## src/sv/qwg_pkg.sv

```systemverilog
// Shared types, constants and helper functions of the q-gram window generator.
package qwg_pkg;

  // Window and character geometry
  localparam int MAX_GRAM = 8;
  localparam int CHAR_W   = 8;
  localparam int WORD_W   = MAX_GRAM * CHAR_W;
  localparam int QLEN_W   = 4;
  localparam int CNT_W    = 4;

  localparam logic [CHAR_W-1:0] SPACE_CHAR = 8'd32;

  // Command queue between front and back
  localparam int QDEPTH = 2;
  localparam int QPTR_W = 1;

  // Configuration port
  localparam int CFG_ADDR_W = 5;
  localparam int CFG_DATA_W = 32;

  typedef enum logic [2:0] {
    REG_GRAM_LENGTH    = 3'd0,
    REG_PAD_ENABLE     = 3'd1,
    REG_DROP_SPACED    = 3'd2,
    REG_START_PAD_CHAR = 3'd3,
    REG_END_PAD_CHAR   = 3'd4
  } reg_idx_t;

  // Reset values of the configuration registers
  localparam logic [QLEN_W-1:0] GRAM_LENGTH_RST    = 4'd3;
  localparam logic              PAD_ENABLE_RST     = 1'b1;
  localparam logic              DROP_SPACED_RST    = 1'b0;
  localparam logic [CHAR_W-1:0] START_PAD_CHAR_RST = 8'd35;
  localparam logic [CHAR_W-1:0] END_PAD_CHAR_RST   = 8'd36;

  typedef struct packed {
    logic [QLEN_W-1:0] gram_length;
    logic              pad_enable;
    logic              drop_spaced;
    logic [CHAR_W-1:0] start_pad_char;
    logic [CHAR_W-1:0] end_pad_char;
  } cfg_t;

  // One classified character: its window and the steps that give a beat
  typedef struct packed {
    logic [WORD_W-1:0]   window;
    logic [MAX_GRAM-1:0] step_mask;
    logic                marker;
    logic                last;
  } cmd_t;

  // Clamp the programmed gram length to 1..MAX_GRAM.
  function automatic logic [QLEN_W-1:0] eff_q(logic [QLEN_W-1:0] len);
    logic [QLEN_W-1:0] q;
    q = len;
    if (len == '0) q = QLEN_W'(1);
    else if (len > QLEN_W'(MAX_GRAM)) q = QLEN_W'(MAX_GRAM);
    return q;
  endfunction

  // Byte mask that keeps the lowest q characters of a window.
  function automatic logic [WORD_W-1:0] gram_mask(logic [QLEN_W-1:0] q);
    logic [WORD_W-1:0] m;
    m = '0;
    for (int j = 0; j < MAX_GRAM; j++) begin
      if (j < int'(q)) m[j*CHAR_W +: CHAR_W] = '1;
    end
    return m;
  endfunction

endpackage

```

## src/sv/qgram_window_generator_core.sv

```systemverilog
// Top level of the q-gram window generator: configuration registers, front, queue and back.
// A character passes a queue entry, the sequencer and the output register, in that order.
// Throughput: one character per cycle while each character gives at most one result beat
// and the output does not stall. A padded string's last character holds the back end for
// up to q steps, q = effective gram length; the two-entry queue absorbs two more characters.
// Reset (synchronous, active low) empties the queue and output and restores register defaults.
module qgram_window_generator_core (
  input  logic                              clk,
  input  logic                              rst_n,
  // Input stream
  input  logic                              in_tvalid,
  output logic                              in_tready,
  input  logic [7:0]                        in_tdata,   // [7:0] char_in
  input  logic                              in_tlast,   // is_last_char
  // Result stream
  output logic                              out_tvalid,
  input  logic                              out_tready,
  output logic [qwg_pkg::WORD_W-1:0]        out_tdata,  // [63:0] gram_word
  output logic [0:0]                        out_tuser,  // [0] gram_present
  output logic                              out_tlast,  // string_end
  // Configuration port
  input  logic                              cfg_psel,
  input  logic                              cfg_penable,
  input  logic                              cfg_pwrite,
  input  logic [qwg_pkg::CFG_ADDR_W-1:0]    cfg_paddr,
  input  logic [qwg_pkg::CFG_DATA_W-1:0]    cfg_pwdata,
  output logic [qwg_pkg::CFG_DATA_W-1:0]    cfg_prdata,
  output logic                              cfg_pready
);

  qwg_pkg::cfg_t     cfg_r;
  qwg_pkg::reg_idx_t reg_idx;
  logic              cfg_wr;

  logic              q_push;
  logic              q_ready;
  logic              q_pop;
  logic              q_valid;
  qwg_pkg::cmd_t     push_cmd;
  qwg_pkg::cmd_t     pop_cmd;

  assign cfg_pready = 1'b1;
  assign reg_idx    = qwg_pkg::reg_idx_t'(cfg_paddr[qwg_pkg::CFG_ADDR_W-1:2]);
  assign cfg_wr     = cfg_psel && cfg_penable && cfg_pwrite && cfg_pready;

  // Register writes.
  always_ff @(posedge clk) begin
    if (!rst_n) begin
      cfg_r.gram_length    <= qwg_pkg::GRAM_LENGTH_RST;
      cfg_r.pad_enable     <= qwg_pkg::PAD_ENABLE_RST;
      cfg_r.drop_spaced    <= qwg_pkg::DROP_SPACED_RST;
      cfg_r.start_pad_char <= qwg_pkg::START_PAD_CHAR_RST;
      cfg_r.end_pad_char   <= qwg_pkg::END_PAD_CHAR_RST;
    end else if (cfg_wr) begin
      unique case (reg_idx)
        qwg_pkg::REG_GRAM_LENGTH:    cfg_r.gram_length    <= cfg_pwdata[qwg_pkg::QLEN_W-1:0];
        qwg_pkg::REG_PAD_ENABLE:     cfg_r.pad_enable     <= cfg_pwdata[0];
        qwg_pkg::REG_DROP_SPACED:    cfg_r.drop_spaced    <= cfg_pwdata[0];
        qwg_pkg::REG_START_PAD_CHAR: cfg_r.start_pad_char <= cfg_pwdata[qwg_pkg::CHAR_W-1:0];
        qwg_pkg::REG_END_PAD_CHAR:   cfg_r.end_pad_char   <= cfg_pwdata[qwg_pkg::CHAR_W-1:0];
        default: ;
      endcase
    end
  end

  // Register reads.
  always_comb begin
    cfg_prdata = '0;
    unique case (reg_idx)
      qwg_pkg::REG_GRAM_LENGTH:    cfg_prdata = qwg_pkg::CFG_DATA_W'(cfg_r.gram_length);
      qwg_pkg::REG_PAD_ENABLE:     cfg_prdata = qwg_pkg::CFG_DATA_W'(cfg_r.pad_enable);
      qwg_pkg::REG_DROP_SPACED:    cfg_prdata = qwg_pkg::CFG_DATA_W'(cfg_r.drop_spaced);
      qwg_pkg::REG_START_PAD_CHAR: cfg_prdata = qwg_pkg::CFG_DATA_W'(cfg_r.start_pad_char);
      qwg_pkg::REG_END_PAD_CHAR:   cfg_prdata = qwg_pkg::CFG_DATA_W'(cfg_r.end_pad_char);
      default:                     cfg_prdata = '0;
    endcase
  end

  qwg_front u_front (
    .clk      (clk),
    .rst_n    (rst_n),
    .cfg      (cfg_r),
    .in_valid (in_tvalid),
    .in_ready (in_tready),
    .in_char  (in_tdata),
    .in_last  (in_tlast),
    .q_ready  (q_ready),
    .q_push   (q_push),
    .q_cmd    (push_cmd)
  );

  qwg_queue u_queue (
    .clk      (clk),
    .rst_n    (rst_n),
    .push     (q_push),
    .push_cmd (push_cmd),
    .ready    (q_ready),
    .pop      (q_pop),
    .valid    (q_valid),
    .pop_cmd  (pop_cmd)
  );

  qwg_back u_back (
    .clk        (clk),
    .rst_n      (rst_n),
    .cfg        (cfg_r),
    .q_valid    (q_valid),
    .q_cmd      (pop_cmd),
    .q_pop      (q_pop),
    .out_tvalid (out_tvalid),
    .out_tready (out_tready),
    .out_tdata  (out_tdata),
    .out_tuser  (out_tuser),
    .out_tlast  (out_tlast)
  );

endmodule

```

## src/sv/qwg_front.sv

```systemverilog
// Front end: accepts characters, keeps the window and classifies which grams survive.
module qwg_front (
  input  logic                                  clk,
  input  logic                                  rst_n,
  input  qwg_pkg::cfg_t                         cfg,
  input  logic                                  in_valid,
  output logic                                  in_ready,
  input  logic [qwg_pkg::CHAR_W-1:0]            in_char,
  input  logic                                  in_last,
  input  logic                                  q_ready,
  output logic                                  q_push,
  output qwg_pkg::cmd_t                         q_cmd
);

  logic [qwg_pkg::WORD_W-1:0]   win_r;
  logic [qwg_pkg::CNT_W-1:0]    cs_r;
  logic                         in_string_r;

  logic                         accept;
  logic [qwg_pkg::QLEN_W-1:0]   q;
  logic [2:0]                   qm1;
  logic [qwg_pkg::WORD_W-1:0]   win_pre;
  logic [qwg_pkg::WORD_W-1:0]   win_nxt;
  logic [qwg_pkg::CNT_W-1:0]    cs_pre;
  logic [qwg_pkg::CNT_W-1:0]    cs_nxt;
  logic [qwg_pkg::MAX_GRAM-1:0] sp;
  logic [qwg_pkg::MAX_GRAM-1:0] has_sp;
  logic [qwg_pkg::MAX_GRAM-1:0] mask;
  logic                         end_sp;

  assign accept   = in_valid && q_ready;
  assign in_ready = q_ready;

  // Start padding and the shift of the new character into the window.
  always_comb begin
    q       = qwg_pkg::eff_q(cfg.gram_length);
    qm1     = 3'(q - qwg_pkg::QLEN_W'(1));
    win_pre = win_r;
    cs_pre  = cs_r;
    if (!in_string_r) begin
      cs_pre = '0;
      if (cfg.pad_enable) begin
        win_pre = win_r << {qm1, 3'b000};
        for (int j = 0; j < qwg_pkg::MAX_GRAM; j++) begin
          if (j < int'(qm1)) win_pre[j*qwg_pkg::CHAR_W +: qwg_pkg::CHAR_W] = cfg.start_pad_char;
        end
        cs_pre = {1'b0, qm1};
      end
    end
    cs_nxt  = (cs_pre >= qwg_pkg::CNT_W'(qwg_pkg::MAX_GRAM)) ?
              qwg_pkg::CNT_W'(qwg_pkg::MAX_GRAM) : cs_pre + qwg_pkg::CNT_W'(1);
    win_nxt = {win_pre[qwg_pkg::WORD_W-qwg_pkg::CHAR_W-1:0], in_char};
  end

  // Classify each step: step 0 is the new window, later steps shift in end pads.
  always_comb begin
    end_sp = (cfg.end_pad_char == qwg_pkg::SPACE_CHAR);
    for (int j = 0; j < qwg_pkg::MAX_GRAM; j++) begin
      sp[j] = (win_nxt[j*qwg_pkg::CHAR_W +: qwg_pkg::CHAR_W] == qwg_pkg::SPACE_CHAR);
    end
    for (int k = 0; k < qwg_pkg::MAX_GRAM; k++) begin
      has_sp[k] = (k > 0) && end_sp;
      for (int j = 0; j < qwg_pkg::MAX_GRAM; j++) begin
        if ((j + k < int'(q)) && sp[j]) has_sp[k] = 1'b1;
      end
      mask[k] = ((k == 0) || (in_last && cfg.pad_enable && (k < int'(q)))) &&
                ((int'(cs_nxt) + k) >= int'(q)) &&
                !(cfg.drop_spaced && has_sp[k]);
    end
  end

  // A character enters the queue only if it yields a beat or ends a string.
  always_comb begin
    q_push           = accept && ((mask != '0) || in_last);
    q_cmd.window     = win_nxt;
    q_cmd.marker     = (mask == '0);
    q_cmd.step_mask  = (mask == '0) ? qwg_pkg::MAX_GRAM'(1) : mask;
    q_cmd.last       = in_last;
  end

  // String tracking state.
  always_ff @(posedge clk) begin
    if (!rst_n) begin
      in_string_r <= 1'b0;
      cs_r        <= '0;
    end else if (accept) begin
      in_string_r <= !in_last;
      cs_r        <= cs_nxt;
    end
  end

  // Window contents.
  always_ff @(posedge clk) begin
    if (accept) begin
      win_r <= win_nxt;
    end
  end

endmodule

```

## src/sv/qwg_queue.sv

```systemverilog
// Short command queue that decouples the front end from the gram sequencer.
module qwg_queue (
  input  logic          clk,
  input  logic          rst_n,
  input  logic          push,
  input  qwg_pkg::cmd_t push_cmd,
  output logic          ready,
  input  logic          pop,
  output logic          valid,
  output qwg_pkg::cmd_t pop_cmd
);

  qwg_pkg::cmd_t                mem_r [qwg_pkg::QDEPTH];
  logic [qwg_pkg::QPTR_W-1:0]   wr_ptr_r;
  logic [qwg_pkg::QPTR_W-1:0]   rd_ptr_r;
  logic [qwg_pkg::QPTR_W:0]     count_r;

  assign ready   = (count_r != (qwg_pkg::QPTR_W+1)'(qwg_pkg::QDEPTH));
  assign valid   = (count_r != '0);
  assign pop_cmd = mem_r[rd_ptr_r];

  // Pointers and fill level.
  always_ff @(posedge clk) begin
    if (!rst_n) begin
      wr_ptr_r <= '0;
      rd_ptr_r <= '0;
      count_r  <= '0;
    end else begin
      if (push) wr_ptr_r <= wr_ptr_r + qwg_pkg::QPTR_W'(1);
      if (pop)  rd_ptr_r <= rd_ptr_r + qwg_pkg::QPTR_W'(1);
      if (push && !pop)      count_r <= count_r + (qwg_pkg::QPTR_W+1)'(1);
      else if (pop && !push) count_r <= count_r - (qwg_pkg::QPTR_W+1)'(1);
    end
  end

  // Entry storage.
  always_ff @(posedge clk) begin
    if (push) begin
      mem_r[wr_ptr_r] <= push_cmd;
    end
  end

endmodule

```

## src/sv/qwg_back.sv

```systemverilog
// Back end: walks the steps of each command and drives the result beats.
module qwg_back (
  input  logic                          clk,
  input  logic                          rst_n,
  input  qwg_pkg::cfg_t                 cfg,
  input  logic                          q_valid,
  input  qwg_pkg::cmd_t                 q_cmd,
  output logic                          q_pop,
  output logic                          out_tvalid,
  input  logic                          out_tready,
  output logic [qwg_pkg::WORD_W-1:0]    out_tdata,
  output logic [0:0]                    out_tuser,
  output logic                          out_tlast
);

  logic                         active_r;
  logic [qwg_pkg::WORD_W-1:0]   win_r;
  logic [qwg_pkg::MAX_GRAM-1:0] mask_r;
  logic                         marker_r;
  logic                         last_r;

  logic                         out_valid_r;
  logic [qwg_pkg::WORD_W-1:0]   out_word_r;
  logic                         out_present_r;
  logic                         out_end_r;

  logic                         slot_free;
  logic                         step;
  logic                         emit;
  logic                         rest_empty;
  logic                         done;
  logic                         load;

  // Sequencer control: a step without a beat never waits on the output.
  always_comb begin
    slot_free  = !out_valid_r || out_tready;
    step       = active_r && (!mask_r[0] || slot_free);
    emit       = active_r && mask_r[0] && slot_free;
    rest_empty = (mask_r[qwg_pkg::MAX_GRAM-1:1] == '0);
    done       = step && rest_empty;
    load       = (!active_r || done) && q_valid;
    q_pop      = load;
  end

  // Sequencer state.
  always_ff @(posedge clk) begin
    if (!rst_n) begin
      active_r <= 1'b0;
    end else if (load) begin
      active_r <= 1'b1;
    end else if (done) begin
      active_r <= 1'b0;
    end
  end

  // Current command, shifted one end pad per step.
  always_ff @(posedge clk) begin
    if (load) begin
      win_r    <= q_cmd.window;
      mask_r   <= q_cmd.step_mask;
      marker_r <= q_cmd.marker;
      last_r   <= q_cmd.last;
    end else if (step) begin
      win_r  <= {win_r[qwg_pkg::WORD_W-qwg_pkg::CHAR_W-1:0], cfg.end_pad_char};
      mask_r <= mask_r >> 1;
    end
  end

  // Output register valid flag.
  always_ff @(posedge clk) begin
    if (!rst_n) begin
      out_valid_r <= 1'b0;
    end else if (emit) begin
      out_valid_r <= 1'b1;
    end else if (out_tready) begin
      out_valid_r <= 1'b0;
    end
  end

  // Output register payload.
  always_ff @(posedge clk) begin
    if (emit) begin
      out_word_r    <= marker_r ? '0 :
                       (win_r & qwg_pkg::gram_mask(qwg_pkg::eff_q(cfg.gram_length)));
      out_present_r <= !marker_r;
      out_end_r     <= last_r && rest_empty;
    end
  end

  assign out_tvalid   = out_valid_r;
  assign out_tdata    = out_word_r;
  assign out_tuser[0] = out_present_r;
  assign out_tlast    = out_end_r;

endmodule

```

## config.mk

```make
export PLATFORM = sky130hd
export DESIGN_NAME = qgram_window_generator_core
export DESIGN_NICKNAME = d
export VERILOG_FILES = /design/src/sv/qwg_pkg.sv /design/src/sv/qgram_window_generator_core.sv /design/src/sv/qwg_front.sv /design/src/sv/qwg_queue.sv /design/src/sv/qwg_back.sv
export SDC_FILE = /design/constraint.sdc
export NUM_CORES = 1
export LEC_CHECK = 0
export BUFFER_PORTS_ARGS = -buffer_cell sky130_fd_sc_hd__buf_2
export CAP_MARGIN = 10
export CORE_ASPECT_RATIO = 1.75
export CORE_MARGIN = 4
export CORE_UTILIZATION = 54
export CTS_CLUSTER_SIZE = 24
export DETAILED_ROUTE_END_ITERATION = 8
export PLACE_DENSITY = 0.83
export SYNTH_ARGS = -nofsm -noshare
export SYNTH_HDL_FRONTEND = slang
export SYNTH_SLANG_ARGS = --single-unit
```

## constraint.sdc

```tcl
create_clock -name clk -period 9.3 [get_ports clk]
set_clock_uncertainty 0.15 [all_clocks]
set_input_delay 1.86 -clock clk [delete_from_list [all_inputs] [get_ports clk]]
set_output_delay 1.86 -clock clk [all_outputs]
set_load 0.01 [all_outputs]
```

# Yosys cells after proc, flatten, opt, wreduce, memory -nomap -nowiden
# Memory sizes are Yosys's and may differ from the RTL's. A register that Yosys moved wholly into a read port is not among the register bits.
# Index checks and enable logic that the tools add are counted.
[word_totals]
out_inout_bits = 101
latchBits = 0
n_memories = 1
word_cells = 342
input_bits = 53
rom_bits = 0
register_bits = 237
mem_bits_rw = 148
[mem_list]
columns = ["memory", "words", "word_bits", "read_ports", "rd_clocked_by_memory_dff", "write_ports", "line", "source"]
rows = [
  ["u_queue.mem_r", 2, 74, 1, 1, 1, "qwg_queue.sv:13", "qwg_pkg::cmd_t mem_r [qwg_pkg::QDEPTH];"],
]
[op_classes]
n_mux = 111
multipliers = 0
reduce_logical = 141
n_bitwise = 1
div = 0
n_shift = 1
add_sub_neg = 13
order_cmp = 40
eq_ne = 14
[ops]
columns = ["op", "n"]
rows = [
  ["$mux W8", 26],
  ["$mux W64", 2],
  ["$mux W56", 2],
  ["$logic_and A1 B1 Y1", 107],
  ["$eq A8 B6 Y1 const B", 9],
  ["$mux W1", 72],
  ["$and A64 B64 Y64", 1],
  ["$shl A64 B6 Y56", 1],
  ["$pmux W8 S5", 1],
  ["$ge A5 B4 Y1", 7],
  ["$lt A3 B4 Y1 const A", 8],
  ["$lt A4 B4 Y1 const A", 7],
  ["$add A4 B3 Y5 const B", 4],
  ["$mux W4", 5],
  ["$lt A1 B4 Y1 const A", 4],
  ["$lt A2 B4 Y1 const A", 4],
  ["$logic_not A1 Y1", 15],
  ["$add A4 B2 Y5 const B", 2],
  ["$reduce_and A2 Y1", 5],
  ["$reduce_bool A2 Y1", 5],
  ["$lt A3 B3 Y1 const A", 3],
  ["$logic_not A8 Y1", 1],
  ["$reduce_bool A8 Y1", 1],
  ["$logic_not A7 Y1", 1],
  ["other kinds (20)", 28],
]

# Logic depth before layout (Yosys ltp)
[logic_depth]
depth_word = 27
depth_mapped = 30

# Modules after synthesis
# Synthesis repeated with hierarchy kept, for this count alone.
[unflattened]
hier_cells = 1685
area_unflattened_um2 = 19349.8
[by_module_without_submodules]
columns = ["module", "cells_each", "area_each_um2", "n_inst", "seq_area_each_um2"]
rows = [
  ["qwg_front", 826, 6653.9, 1, 1781.7],
  ["qwg_back", 462, 5858.1, 1, 4244.1],
  ["qwg_queue", 252, 5576.6, 1, 4544.4],
  ["qgram_window_generator_core", 145, 1261.2, 1, 440.4],
]

# Worst setup path before layout
# No wires, ideal clock.
[synth_timing]
path_type = "reg2reg"
from = "register cfg_r[21] (netlist name)"
to = "memory u_queue.mem_r[0][0] (netlist name), enable pin"
required_time_ns = 8.635
path_stages_with_launch = 25
arrival_ns = 8.490
slack_ns = 0.145
setup_ns = 0.515
period_less_slack_ns = 9.155
n_path_buf = 8
path_cell_list = "dfxtp_1 > buf_2 > buf_2 > clkbuf_1 > buf_1 > nor2b_1 > ha_1 > buf_2 > buf_2 > buf_2 > buf_2 > nor2_1 > a21o_1 > ha_1 > xnor2_1 > o21ai_1 > ha_1 > o21bai_1 > a21oi_1 > a221oi_1 > o21ai_0 > a31oi_1 > o211ai_1 > o21ai_1 > nor2b_1"
[synth_via]
elab_chain_cells = 25
word_cells_on_any_way = 235
cone_classes = "9 x add/sub; 32 x order compare; 7 x eq/ne; 1 x shift; 80 x mux; 106 x reduce/logical"
[synth_lines]
columns = ["item", "line", "source"]
rows = [
  ["start: declaration", "qgram_window_generator_core.sv:31", "qwg_pkg::cfg_t cfg_r;"],
  ["$gt A4 B4 Y1", "qwg_pkg.sv:57", "else if (len > QLEN_W'(MAX_GRAM)) q = QLEN_W'(MAX_GRAM);"],
  ["$mux W4", "qwg_pkg.sv:57", ""],
  ["$mux W4 *", "qwg_pkg.sv:56", "if (len == '0) q = QLEN_W'(1);"],
  ["$sub A3 B1 Y3", "qwg_front.sv:37", "qm1 = 3'(q - qwg_pkg::QLEN_W'(1));"],
  ["$shl A64 B6 Y56 / $lt A1 B3 Y1 (equally long branches)", "qwg_front.sv:43, qwg_front.sv:45", ""],
  ["$mux W8", "qwg_front.sv:45", "if (j < int'(qm1)) win_pre[j*qwg_pkg::CHAR_W +: qwg_pkg::CHAR_W] = cfg.start_pad_char;"],
  ["$mux W56", "qwg_front.sv:42", "if (cfg.pad_enable) begin"],
  ["$mux W56", "qwg_front.sv:40", "if (!in_string_r) begin"],
  ["[... 9 more ...]", "--", ""],
  ["$logic_and A1 B1 Y1", "qwg_front.sv:68", "!(cfg.drop_spaced && has_sp[k]);"],
  ["$logic_not A1 Y1", "qwg_front.sv:68", ""],
  ["$logic_and A1 B1 Y1", "qwg_front.sv:67", "((int'(cs_nxt) + k) >= int'(q)) &&"],
  ["$reduce_bool A8 Y1 *", "qwg_front.sv:74", "q_push = accept && ((mask != '0) || in_last);"],
  ["$logic_or A1 B1 Y1 *", "qwg_front.sv:74", ""],
  ["$logic_and A1 B1 Y1 *", "qwg_front.sv:74", ""],
  ["$mux W1 *", "qwg_queue.sv:38", "if (push) begin"],
  ["$mux W1 (implied by the code) *", "qwg_queue.sv:39", "mem_r[wr_ptr_r] <= push_cmd;"],
  ["end: declaration", "qwg_queue.sv:13", ""],
]
# Every way passes the cells marked *; elsewhere a longest branch is shown, timed or not.

# Worst setup path in the final report
[layout_timing]
from = "register cfg_r[19] (netlist name)"
to = "memory u_queue.mem_r[1][36] (netlist name), enable pin"
# The elaborated chain is that of the path after synthesis.

==> flow_summary.toml <==
[finish]
final_cells = 2086
design_area_sq_mm = 0.0205
final_net_count = 1696
diodes = 0
area_delta_synth_final_pct = 10.5
multiInputGateArea_sq_mm = 0.00686
fillerInstances = 2612
regArea_sq_mm = 0.0110
drive_gt1_share_pct = 14.5

[synth]
synth.avg_cell_area_sq_um = 12.0
ys.flop_type = "edfxtp_1"
synth_seq_cells = 378
synth_edf_count = 344
syn_inst = 1541
synth.distinct_cells = 88
synth_top_area_cell = "edfxtp_1"
syn_area_sq_mm = 0.0185
ys.warnings.count = 0
synth_common_cells = "edfxtp_1, nor2_1, a21oi_1"
async_flop_share_pct = 0
netlist.area_leader.share_pct = 55.8
ys_seq_area_share_pct = 59.5
synth.most_common_cell = "edfxtp_1"
synth_area_leaders = "edfxtp_1, mux2i_1, dfxtp_1"

[routing]
first_pass_iters = 6
drt_wl_total_um = 50400
wl_per_cell_um = 24.1
routed_via_density = 6.30
drt_iter0_markers = 1569
vias = 13100
ant_nets = 0
drc_errors = 0

[clock_network]
worstSkewPairLatency_ns = 0.54
post_cts_buffers = 0
cts_tree = "yes"
ctsLongestPathBuffers = 3
cts_resized = 0
holdBufCountCts = 0
clk_pin_slew_ns = 0.06
h-tree-depth = 2
numCtsBuffers = 34
clkSinkCount = 378
cts_root_buf = "clkbuf_16"

[sta]
timing.setup.tns_ns = 0
max_freq_mhz = 148
setup_viol = 0
rsz0062_at_grt = "false"
finalCriticalPeriod_ns = 6.77
timing.final.crit_share_pct = 72.8
final_hold_viol_count = 0
maxSlewViolCount = 0
slew_headroom_pct = 20.2
worst_pin_slew_ns = 1.19

[pwr]
power_mw = 5.87
power.density_mw_per_mm2 = 287
ir_worst_vdd_mv = 0.175
p_leak_nw = 7.65

[setup_path]
critical_path_class = "flip-flop to flip-flop"
crit_fanout = 48
cpPeakStageDelay_ns = 0.71
rrSetupSlack_ns = 2.53
worstPathCellList = "o21ba_2 > nor2_4 > inv_1 > ha_1 > clkinv_1 > xnor2_2 > nand2_1 > xnor2_1 > o21ai_1 > buf_4 > ha_1 > o21bai_1 > a21oi_1 > a221oi_1 > o21ai_0 > a31oi_1 > o211ai_1 > o21ai_1 > and2_2 > buf_12"
critPathRequiredTime_ns = 9.35
arrival_ns = 6.82
worst_path_max_delay_cell = "and2_2"
cp-start-kind = "flip-flop"
endpoint_kind = "flip-flop"

[global_routing]
first_global_vias = 12700
grt_start_max_net_pins = 91
grt_first_pass_wirelength_um = 75700
antenna_found_initial = 2
overflow = 0
grtUsageTotal_pct = 26.4

[placed_design]
placed_area_sq_mm = 0.0193
portBuffers = 102
hpwl_um = 34600
routabilityCongestion = 1.00
dpl.cell_count = 2026

[floorplanning]
dieArea_sq_mm = 0.0374
die_x_um = 148
row_count = 89
start_util_pct = 54.9
io_pins = 154
core_sq_mm = 0.0337
die_y_um = 253

[run]
maxCapViolCount = 0

[status]
status = "completed"

[hold_path]
hp-class = "flip-flop to flip-flop"
routing by layer:
| metal | routed length, um | vias to the layer above | GRT usage [%] | share of wire [%] |
|---|---|---|---|---|
| met4 | 3620 | 0 | 16.1 | 7.2 |
| met5 | 0 | - | 0 | 0 |
| met1 | 17600 | 6346 | 30.4 | 35 |
| met3 | 3720 | 213 | 3.76 | 7.4 |
| li1 | - | 5877 | - | - |
| met2 | 25500 | 703 | 46.5 | 51 |
path summary, 6_finish.rpt:
path                                 startpoint                        endpoint  depth (start not counted)
setup reg to reg         cfg_r[19]$_SDFFE_PN1P_  u_queue.mem_r[1][36]$_DFFE_PP_                         20
hold reg to reg   u_queue.wr_ptr_r$_SDFFE_PN0N_   u_queue.wr_ptr_r$_SDFFE_PN0N_                          2
hold / removal    u_queue.wr_ptr_r$_SDFFE_PN0N_   u_queue.wr_ptr_r$_SDFFE_PN0N_                          2
setup / recovery         cfg_r[19]$_SDFFE_PN1P_  u_queue.mem_r[1][36]$_DFFE_PP_                         20
worst max-delay path: cells and delay by family, from the launching register on:
family / cells / cell delay, ns
simple gates: 3 / 0.86
fa+ha+maj: 2 / 0.95
compound gates: 9 / 2.09
xor+xnor: 2 / 0.46
flops: 1 / 0.66
buf+inv: 4 / 1.19
cells by family (layout without fill, tap and decap cells):
group	Yosys count	in the layout	share of synthesized area, %
AO/OA/AOI/OAI	336	336	12.0
XOR/XNOR	16	16	0.798
adder cells (fa/ha/maj)	36	36	2.47
buffers and inverters	160	227	4.17
flip-flops	378	378	59.5
multiplexers	132	132	7.83
other	2	25	0.0406
AND/OR/NAND/NOR	481	481	13.2
metrics by stage:
stage               util [%]  setup WS, ns  hold slack (ns)
detailed placement      57.3          2.67            0.363
global route            60.6          2.07            0.411
CTS                     60.6          2.57            0.372
floorplan                  -         0.145            0.301
global placement        57.3          2.72            0.342
finish                  60.6          2.53            0.371
cell type report:
class                   count  area share (%)
clock buffers              40            4.37
clock inverters            20            1.06
inverters                  33           0.606
multi-input cells        1026            33.5
flip-flops and latches    378            53.8
well taps                 455            2.78
repair buffers            134            3.79
registers in the layout, summed over array words and instances (netlist names), 2 cells and up, named ones only:
signal,cells
u_queue.count_r,2
u_back.win_r,64
u_back.out_tdata,64
cfg_r,22
u_front.win_r,56
u_queue.mem_r,148
u_back.mask_r,8
u_front.cs_r,4
power breakdown:
group	switching, mW	total, mW	internal, mW
Combinational	1.05	1.59	0.538
Sequential	0.254	2.86	2.61
Clock	0.615	1.42	0.807
Total	1.92	5.87	3.95
placed cells by master (no fill, tap or decap), types with 11 or more instances in the layout:
| cell | instances |
|---|---|
| buf_2 | 102 |
| conb_1 | 25 |
| clkbuf_16 | 35 |
| nand2_1 | 119 |
| edfxtp_1 | 344 |
| a21o_1 | 14 |
| and3_1 | 45 |
| dfxtp_1 | 33 |
| nor4_1 | 14 |
| mux2_2 | 12 |
| ha_1 | 34 |
| a211oi_1 | 15 |
| buf_4 | 30 |
| inv_1 | 31 |
| o22ai_1 | 12 |
| nor2_1 | 125 |
| a21oi_1 | 122 |
| nor2b_1 | 22 |
| xnor2_1 | 11 |
| nor3_1 | 16 |
| o21ai_0 | 48 |
| and2_1 | 38 |
| mux2i_1 | 111 |
| nand3_1 | 44 |
(Power assumes the default switching activity.)
